[src/sv/dbd_pkg.sv]
package dbd_pkg;

    // input beat: one compressed block
    typedef struct packed {
        logic [15:0] color0;
        logic [15:0] color1;
        logic [31:0] index_bits;
    } t_in_beat;

    // output beat: one row of four rgba pixels
    typedef struct packed {
        logic [1:0]  row;
        logic [31:0] pixel0;
        logic [31:0] pixel1;
        logic [31:0] pixel2;
        logic [31:0] pixel3;
        logic        last;
    } t_out_beat;

    // 8-bit channels, index 0 red, 1 green, 2 blue
    typedef logic [2:0][7:0] t_rgb;

    // widened endpoints and the palette mode
    typedef struct packed {
        t_rgb e0;
        t_rgb e1;
        logic four_color;
    } t_endpoints;

    // four packed rgba entries
    typedef logic [3:0][31:0] t_palette;

    localparam logic [1:0] LAST_ROW     = 2'd3;
    localparam logic [7:0] ALPHA_OPAQUE = 8'hFF;

    // ch*255/31 and ch*255/63 as multiply by scaled reciprocal, shift by 20
    localparam logic [28:0] WIDEN5_MUL = 29'd8625630;
    localparam logic [28:0] WIDEN6_MUL = 29'd4244475;
    localparam int          WIDEN_SHIFT = 20;

    // x/3 for x up to 765 as (x*683) >> 11
    localparam logic [20:0] DIV3_MUL   = 21'd683;
    localparam int          DIV3_SHIFT = 11;

    function automatic logic [7:0] widen5(input logic [4:0] v);
        logic [28:0] p;
        p = 29'(v) * WIDEN5_MUL;
        return p[WIDEN_SHIFT +: 8];
    endfunction

    function automatic logic [7:0] widen6(input logic [5:0] v);
        logic [28:0] p;
        p = 29'(v) * WIDEN6_MUL;
        return p[WIDEN_SHIFT +: 8];
    endfunction

    function automatic logic [7:0] div3(input logic [9:0] x);
        logic [20:0] p;
        p = 21'(x) * DIV3_MUL;
        return p[DIV3_SHIFT +: 8];
    endfunction

endpackage

[src/sv/dbd_expand.sv]
module dbd_expand import dbd_pkg::*; (
    input  logic [15:0] i_color0,
    input  logic [15:0] i_color1,
    output t_endpoints  o_endpoints
);

    // rgb565 to rgb888 and palette mode select
    always_comb begin
        o_endpoints.e0[0]      = widen5(i_color0[15:11]);
        o_endpoints.e0[1]      = widen6(i_color0[10:5]);
        o_endpoints.e0[2]      = widen5(i_color0[4:0]);
        o_endpoints.e1[0]      = widen5(i_color1[15:11]);
        o_endpoints.e1[1]      = widen6(i_color1[10:5]);
        o_endpoints.e1[2]      = widen5(i_color1[4:0]);
        o_endpoints.four_color = i_color0 > i_color1;
    end

endmodule

[src/sv/dbd_palette.sv]
module dbd_palette import dbd_pkg::*; (
    input  t_endpoints i_endpoints,
    output t_palette   o_palette
);

    logic [2:0][9:0] w_near0_sum;
    logic [2:0][9:0] w_near1_sum;
    logic [2:0][8:0] w_mid_sum;
    t_rgb            w_p2;
    t_rgb            w_p3;

    // interpolated entries, per channel
    always_comb begin
        for (int ch = 0; ch < 3; ch++) begin
            w_near0_sum[ch] = {1'b0, i_endpoints.e0[ch], 1'b0} + {2'b00, i_endpoints.e1[ch]};
            w_near1_sum[ch] = {2'b00, i_endpoints.e0[ch]} + {1'b0, i_endpoints.e1[ch], 1'b0};
            w_mid_sum[ch]   = {1'b0, i_endpoints.e0[ch]} + {1'b0, i_endpoints.e1[ch]};
            if (i_endpoints.four_color) begin
                w_p2[ch] = div3(w_near0_sum[ch]);
                w_p3[ch] = div3(w_near1_sum[ch]);
            end else begin
                w_p2[ch] = w_mid_sum[ch][8:1];
                w_p3[ch] = 8'd0;
            end
        end
    end

    // pack rgba, three-color mode makes entry 3 transparent black
    always_comb begin
        o_palette[0] = {ALPHA_OPAQUE, i_endpoints.e0[2], i_endpoints.e0[1], i_endpoints.e0[0]};
        o_palette[1] = {ALPHA_OPAQUE, i_endpoints.e1[2], i_endpoints.e1[1], i_endpoints.e1[0]};
        o_palette[2] = {ALPHA_OPAQUE, w_p2[2], w_p2[1], w_p2[0]};
        o_palette[3] = i_endpoints.four_color ? {ALPHA_OPAQUE, w_p3[2], w_p3[1], w_p3[0]}
                                              : 32'd0;
    end

endmodule

[src/sv/dbd_row_out.sv]
module dbd_row_out import dbd_pkg::*; (
    input  logic      i_clk,
    input  logic      i_rst_n,
    input  logic      i_load,
    input  t_palette  i_palette,
    input  logic [31:0] i_index_bits,
    output logic      o_free,
    output logic      o_out_valid,
    input  logic      i_out_stall,
    output t_out_beat o_out_data
);

    t_palette        r_pal;
    logic [3:0][7:0] r_idx;
    logic            r_busy;
    logic [1:0]      r_row;
    t_out_beat       r_out;
    logic            r_out_valid;

    logic       w_out_load;
    logic       w_row_done;
    logic [7:0] w_row_bits;
    t_out_beat  n_out;

    // a row moves into the output register whenever it is empty or drained
    assign w_out_load = r_busy && (!r_out_valid || !i_out_stall);
    assign w_row_done = w_out_load && (r_row == LAST_ROW);
    assign o_free     = !r_busy || w_row_done;

    // palette lookup for the current row
    always_comb begin
        w_row_bits   = r_idx[r_row];
        n_out.row    = r_row;
        n_out.pixel0 = r_pal[w_row_bits[1:0]];
        n_out.pixel1 = r_pal[w_row_bits[3:2]];
        n_out.pixel2 = r_pal[w_row_bits[5:4]];
        n_out.pixel3 = r_pal[w_row_bits[7:6]];
        n_out.last   = (r_row == LAST_ROW);
    end

    // block holding stage and row counter
    always_ff @(posedge i_clk) begin
        if (!i_rst_n) begin
            r_busy <= 1'b0;
            r_row  <= 2'd0;
        end else if (i_load) begin
            r_busy <= 1'b1;
            r_row  <= 2'd0;
        end else begin
            if (w_row_done) begin
                r_busy <= 1'b0;
            end
            if (w_out_load) begin
                r_row <= r_row + 2'd1;
            end
        end
    end

    always_ff @(posedge i_clk) begin
        if (i_load) begin
            r_pal <= i_palette;
            r_idx <= i_index_bits;
        end
    end

    // output register
    always_ff @(posedge i_clk) begin
        if (!i_rst_n) begin
            r_out_valid <= 1'b0;
        end else if (w_out_load) begin
            r_out_valid <= 1'b1;
        end else if (!i_out_stall) begin
            r_out_valid <= 1'b0;
        end
    end

    always_ff @(posedge i_clk) begin
        if (w_out_load) begin
            r_out <= n_out;
        end
    end

    assign o_out_valid = r_out_valid;
    assign o_out_data  = r_out;

endmodule

[src/sv/dxt1_block_decoder_top.sv]
// dxt1 block decoder
// input channel: i_in_valid / o_in_stall carry one beat per compressed block,
// two rgb565 endpoints and 32 index bits (byte n is row n).
// output channel: o_out_valid / i_out_stall carry one beat per pixel row, four
// rgba pixels, the row number and a last flag on row 3.
// a beat moves on a rising edge with valid high and stall low.
// a taken block passes the input, endpoint and palette registers before
// row 0 is in the output register; rows 1 to 3 follow while not stalled.
// throughput: one row beat every cycle while the receiver does not stall;
// the output register is the limit, as each block needs four row beats.
// pipeline: input register, endpoint widening register, palette register with
// its row counter, output register; a new block enters while earlier blocks
// are still being widened or emitted.
// reset: all stages empty, no output beat pending, input not stalled.
// receiver stall: the output beat holds, the row counter waits, the stages
// behind fill up and o_in_stall rises once they are all full.
module dxt1_block_decoder_top import dbd_pkg::*; (
    input  logic      i_clk,
    input  logic      i_rst_n,
    input  logic      i_in_valid,
    output logic      o_in_stall,
    input  t_in_beat  i_in_data,
    output logic      o_out_valid,
    input  logic      i_out_stall,
    output t_out_beat o_out_data
);

    t_in_beat    r_in;
    logic        r_in_valid;
    t_endpoints  r_ep;
    logic [31:0] r_ep_idx;
    logic        r_ep_valid;

    t_endpoints  w_endpoints;
    t_palette    w_palette;
    logic        w_row_free;
    logic        w_in_acc;
    logic        w_s1_adv;
    logic        w_s2_adv;
    logic        w_s2_free;

    // stage flow control
    assign w_s2_adv   = r_ep_valid && w_row_free;
    assign w_s2_free  = !r_ep_valid || w_row_free;
    assign w_s1_adv   = r_in_valid && w_s2_free;
    assign o_in_stall = r_in_valid && !w_s2_free;
    assign w_in_acc   = i_in_valid && !o_in_stall;

    // input register
    always_ff @(posedge i_clk) begin
        if (!i_rst_n) begin
            r_in_valid <= 1'b0;
        end else if (w_in_acc) begin
            r_in_valid <= 1'b1;
        end else if (w_s1_adv) begin
            r_in_valid <= 1'b0;
        end
    end

    always_ff @(posedge i_clk) begin
        if (w_in_acc) begin
            r_in <= i_in_data;
        end
    end

    dbd_expand u_expand (
        .i_color0    (r_in.color0),
        .i_color1    (r_in.color1),
        .o_endpoints (w_endpoints)
    );

    // widened endpoint register
    always_ff @(posedge i_clk) begin
        if (!i_rst_n) begin
            r_ep_valid <= 1'b0;
        end else if (w_s1_adv) begin
            r_ep_valid <= 1'b1;
        end else if (w_s2_adv) begin
            r_ep_valid <= 1'b0;
        end
    end

    always_ff @(posedge i_clk) begin
        if (w_s1_adv) begin
            r_ep     <= w_endpoints;
            r_ep_idx <= r_in.index_bits;
        end
    end

    dbd_palette u_palette (
        .i_endpoints (r_ep),
        .o_palette   (w_palette)
    );

    dbd_row_out u_row_out (
        .i_clk        (i_clk),
        .i_rst_n      (i_rst_n),
        .i_load       (w_s2_adv),
        .i_palette    (w_palette),
        .i_index_bits (r_ep_idx),
        .o_free       (w_row_free),
        .o_out_valid  (o_out_valid),
        .i_out_stall  (i_out_stall),
        .o_out_data   (o_out_data)
    );

endmodule

[config.mk]
export PLATFORM = sky130hd
export DESIGN_NAME = dxt1_block_decoder_top
export DESIGN_NICKNAME = d
export VERILOG_FILES = /design/src/sv/dbd_pkg.sv /design/src/sv/dbd_expand.sv /design/src/sv/dbd_palette.sv /design/src/sv/dbd_row_out.sv /design/src/sv/dxt1_block_decoder_top.sv
export SDC_FILE = /design/constraint.sdc
export NUM_CORES = 1
export LEC_CHECK = 0
export BUFFER_PORTS_ARGS = -buffer_cell sky130_fd_sc_hd__buf_2
export CORE_MARGIN = 3
export CORE_UTILIZATION = 45
export CTS_CLUSTER_SIZE = 20
export DETAILED_ROUTE_END_ITERATION = 10
export PLACE_DENSITY = 0.76
export SYNTH_ARGS = -nofsm -noshare
export SYNTH_HDL_FRONTEND = slang
export SYNTH_HIERARCHICAL = 1
export SYNTH_SLANG_ARGS = --single-unit
[constraint.sdc]
create_clock -name i_clk -period 11.2 [get_ports i_clk]
set_clock_uncertainty 0.1 [all_clocks]
set_input_delay 0.56 -clock i_clk [delete_from_list [all_inputs] [get_ports i_clk]]
set_output_delay 0.56 -clock i_clk [all_outputs]
set_load 0.02 [all_outputs]
### After elaboration in Yosys (flattened, before gate mapping)

Cells that the tools add are included.

| word-level totals | value |
|---|---|
| register bits | 418 |
| input port bits | 68 |
| output and inout bits | 133 |
| logic and storage cells | 103 |

| cells by class | value |
|---|---|
| add/sub/neg operators | 10 |
| multipliers | 12 |
| magnitude comparators | 6 |
| eq/ne operators | 2 |
| muxes and demuxes | 22 |
| bitwise operators | 1 |
| reduce and logical (&&, ||, !) cells | 19 |

Operator list:

| operator | count |
|---|---|
| binary-select mux 32 bit (select 2 bit) | 4 |
| two-way mux 32 bit | 5 |
| multiplier 10 x 10 -> 19 bit (second input constant) | 6 |
| multiplier 5 x 23 -> 27 bit (second input constant) | 4 |
| multiplier 6 x 23 -> 28 bit (second input constant) | 2 |
| two-way mux 8 bit | 4 |
| adder 8 x 9 -> 10 bit | 3 |
| adder 9 x 8 -> 10 bit | 3 |
| adder 8 x 8 -> 9 bit | 3 |
| binary-select mux 8 bit (select 2 bit) | 1 |
| > comparator 16 bit | 1 |
| < comparator 2 x 3 -> 1 bit (second input constant) | 5 |
| two-way mux 1 bit | 8 |
| logical AND 1 bit | 6 |
| logical NOT 1 bit | 6 |
| nonzero test 2 bit | 3 |
| logical OR 1 bit | 3 |
| adder 2 x 1 -> 2 bit (second input constant) | 1 |
| equality test 2 bit (second input constant) | 1 |
| inequality test 2 x 1 -> 1 bit (second input constant) | 1 |
| OR reduction 2 bit | 1 |
| NOT 1 bit | 1 |

### Depth between registers and ports, before layout

| logic depth | value |
|---|---|
| depth in word-level cells | 11 |
| depth in mapped cells | 26 |
| depth with buffers taken out | 26 |

### Cells and area by module

Netlist, hierarchy kept.

By module, submodules not included:

| module | times used | cells an instance | area an instance (µm²) | sequential area each (µm²) |
|---|---|---|---|---|
| dbd_row_out | 1 | 746 | 13,365.3 | 8,818.5 |
| dbd_palette | 1 | 1,458 | 12,903.6 | 0.0 |
| dbd_expand | 1 | 952 | 8,304.2 | 0.0 |
| dxt1_block_decoder_top | 1 | 154 | 4,443.0 | 4,394.2 |

### Worst setup path after synthesis

No wires, ideal clock.

| timing path | value |
|---|---|
| path type | input to register |
| from | input port i_out_stall |
| to | register u_row_out.r_row[1] |
| setup time | 0.142 ns |
| data arrival time | 11.012 ns |
| required time | 10.958 ns |
| setup slack | -0.054 ns |
| stages on the path | 3 |
| path buffers | 0 |
| cell sequence | a21boi_0 -> mux2i_1 -> nor2_1 |

| on the way | value |
|---|---|
| longest elaborated chain between the ends | 7 |

Ends and longest elaborated chain:

| item | line | text |
|---|---|---|
| start: declaration | dxt1_block_decoder_top.sv:24 | `input logic i_out_stall,` |
| logical NOT 1 bit * | dbd_row_out.sv:26 | `assign w_out_load = r_busy && (!r_out_valid \|\| !i_out_stall);` |
| logical OR 1 bit * | dbd_row_out.sv:26 |  |
| logical AND 1 bit * | dbd_row_out.sv:26 |  |
| logical AND 1 bit | dbd_row_out.sv:27 | `assign w_row_done = w_out_load && (r_row == LAST_ROW);` |
| logical OR 1 bit | dbd_row_out.sv:28 | `assign o_free = !r_busy \|\| w_row_done;` |
| logical AND 1 bit | dxt1_block_decoder_top.sv:43 | `assign w_s2_adv = r_ep_valid && w_row_free;` |
| OR reduction 2 bit (no source line) | n/a |  |
| end signal: assignment | dbd_row_out.sv:54 | `r_row <= r_row + 2'd1;` |
| end: declaration | dbd_row_out.sv:16 | `logic [1:0] r_row;` |

Every way passes the cells marked *; elsewhere a longest branch is shown, timed or not.
A chain may end at the register's enable or synchronous reset.

### Worst setup path after layout

| timing path | value |
|---|---|
| from | register r_ep[17] (netlist name) |
| to | register u_row_out/r_pal[118] (netlist name), data pin |

| on the way | value |
|---|---|
| longest elaborated chain between the ends | 2 |

Ends and longest elaborated chain:

| item | line | text |
|---|---|---|
| start: declaration | dxt1_block_decoder_top.sv:30 | `t_endpoints r_ep;` |
| start signal: assignment | dxt1_block_decoder_top.sv:85 | `r_ep <= w_endpoints;` |
| adder 8 x 9 -> 10 bit | dbd_palette.sv:16 | `w_near1_sum[ch] = {2'b00, i_endpoints.e0[ch]} + {1'b0, i_endpoints.e1[ch], 1'b0};` |
| multiplier 10 x 10 -> 19 bit | dbd_pkg.sv:59 | `p = 21'(x) * DIV3_MUL;` |
| end signal: assignment | dbd_row_out.sv:61 | `r_pal <= i_palette;` |
| end: declaration | dbd_row_out.sv:13 | `t_palette r_pal;` |

Every way passes these cells.

==> summary.txt <==
Logic synthesis
  • Prevailing post-synth register cell: edfxtp_1
  • Synthesized instance count: about 3300
  • Async SR Flop Fraction: 0%
  • Area contributors post-synth: edfxtp_1 (34%), ha_1 (20%), fa_1 (11%), mux2i_1 (10%), inv_1 (4.6%)
  • Post-synth EDFFs: approximately 440
  • Post-synth top area share: roughly a third
  • Avg Inst Size Synth: about 12 µm²
  • Mapped Area: slightly below 40000 µm²
  • Distinct cells, synth: 84
  • Syn. warnings: 6
  • #FFs+latches synth: about 440
  • Sequential cell area fraction in the yosys report: about 34%
  • Post-synth top area cell: edfxtp_1

Floorplanning
  • Initial Utilization: 45.6%
  • Row cnt: 107
  • # IOs: roughly 200
  • Die height: roughly 300 µm
  • Die area: 90300 µm²
  • Core area: around 86000 µm²
  • Die X: 300 µm

GRT
  • Largest net degree at the start of global routing: a little over 70
  • Global-route wire length before repair: between 100 and 150 mm
  • Antenna violations before repair: 11
  • Vias in the first global route: 25600
  • Grt ovf: 0
  • Gr usage total: 18.6%

Setup path
  • Req. time, crit path: 11450 ps
  • CP Class: reg -> reg
  • Crit-path leading delay family: adder cells
  • CP max stage cell: fa_1
  • Crit end category: register
  • Crit path arrival time: between 7000 and 8000 ps
  • Worst path max stage delay: about 530 ps
  • Number of buffer and inverter stages on the critical path: 4
  • Worst Path Max Fanout: 7
  • Startpoint Class: register

Route
  • DR pass1 iterations: 5
  • Post-DR vias/cell: between 5 and 6
  • Vias post-DR: about 25000
  • Drt initial violations: 1430
  • Wire per inst: approximately 18 µm
  • Antenna Nets Post-Route: 0
  • Post-Route WL: between 80 and 90 mm
  • Number of remaining DRC errors: 0

Final layout
  • Post-route non-filler standard cell count: around 4700
  • Synth-to-layout area growth: 10.1%
  • # nets final: around 4400
  • Layout cells sized above 1: 9.69%

Timing
  • Fin. max-slew vios: 0
  • # setup viols final: 0
  • Highest Clock Rate: around 150 MHz
  • Worst rel slew slack: just over 30%
  • Total negative slack: 0 ps
  • Hold Vio Cnt, Final: 0
  • Least-Margin Pin Slew: about 1000 ps
  • Tmin final: 6820 ps
  • Final Cycle Share: just over 60%
  • RSZ-0062 raised after global routing: false

Clock tree
  • Sink Count: 442
  • Clk Latency, worst-skew pair: between 600 and 700 ps
  • TritonCTS Buffers: 50
  • Post-CTS Setup Repair Bufs: 0
  • Hold-fix buffers, CTS: between 50 and 60
  • CTS root buf: clkbuf_16
  • CTS Buffer Depth: 3
  • Post_cts resized: 0
  • H-tree Lvls: 2
  • TritonCTS clock tree: yes
  • Clock slew at reported path FFs: 60 ps

Placed design
  • GPL Wtd Cong: 0.890
  • Dpl cells: 4556
  • # port buffers: 200
  • HPWL after detailed placement: approximately 65 mm

Power
  • Leakage: around 20 nW
  • VDD IR max: roughly 250 µV
  • Power Total: ~11 mW
  • Pwr dens: roughly 270 nW/µm²

Hold path
  • Worst min path class: in -> reg

Run
  • Max_cap viols: 0

Status
  • Status: completed
synth_stat cells, types with 9 or more instances:
cell and count:
buf_4 93, fa_1 221, and3_1 10, a21o_1 77, a31oi_1 9, and2_1 9, a211oi_1 23, or3_1 12
inv_1 479, o21ai_0 61, edfxtp_1 436, nor2_1 103, o21bai_1 20, nand3_1 28, buf_6 29, xor2_1 53
nand2_1 69, clkbuf_1 11, ha_1 634, nand2b_1 17, a2111oi_0 9, mux2i_1 389, nand4_1 28, xnor2_1 140
o21a_1 18, nor3_1 17, nor2b_1 22, a21oi_1 147
routing by layer:
layer	track usage, %	share of wire [%]
met2	31.0	47
met3	2.81	5.3
met5	0	0.011
met4	4.45	2.2
met1	25.5	46
registers in the layout, summed over array words and instances (netlist names):
signal                 count
u_row_out/r_busy           1
r_in                      64
u_row_out/r_row            2
r_in_valid                 1
r_ep_valid                 1
u_row_out/r_idx           32
u_row_out/o_out_data     131
u_row_out/r_pal          128
r_ep                      49
r_ep_idx                  32
u_row_out/o_out_valid      1
where the power goes:
part | switching [mW] | total [mW] | internal, mW
Clock | 0.721 | 1.72 | 1.00
Combinational | 4.21 | 7.54 | 3.33
Sequential | 0.127 | 2.22 | 2.09
placed cells by master (no fill, tap or decap), types with 69 or more instances in the layout:
cell and instances:
mux2i_1 389, a21o_1 77, ha_1 634, edfxtp_1 436, a21oi_1 147, buf_2 200
nand2_1 69, inv_1 479, xnor2_1 140, fa_1 221, nor2_1 103
cell families after synthesis:
logic type                 after synthesis  share of synthesized area [%]
adders and majority gates              859                           31.8
DFF                                    442                           33.9
muxes                                  397                           10.4
buffers and inverters                  616                           7.39
and+or+nand+nor                        350                           4.53
AOI/OAI and AO/OA                      452                           7.65
other                                    1                        0.00961
xor gates and xnor gates               193                           4.33
final cells by class:
type / count / area, µm²
tap: 1144 / 1430
clock inverter: 38 / 478
antenna: 10 / 25.0
timing repair buffer: 273 / 1690
clock buffer: 55 / 1270
inverter: 479 / 1800
multi-input combinational: 2275 / 23000
sequential: 442 / 13200
fill: 7413 / 42600
worst paths after layout:
path                  from                    to  slack, ps  cells after the start
max reg2reg       r_ep[17]  u_row_out/r_pal[118]       4380                     25
min          i_in_data[14]              r_in[14]         40                      1
max               r_ep[17]  u_row_out/r_pal[118]       4380                     25
min reg2reg   r_ep_idx[17]   u_row_out/r_idx[17]        310                      0
per-stage QoR:
step / cell area [µm²] / util [%] / hold WS (ps) / setup WS, ps
2_1_floorplan: 39100 / - / 300 / 3510
3_3_place_gp: 40600 / 47.5 / 300 / 4810
3_5_place_dp: 40600 / 47.5 / 305 / 4520
4_1_cts: 42900 / 50.2 / 0.197 / 4460
5_1_grt: 42900 / 50.2 / 4.02 / 3900
6_report: 43000 / 50.2 / 36.8 / 4380
(Power assumes the default switching activity.)
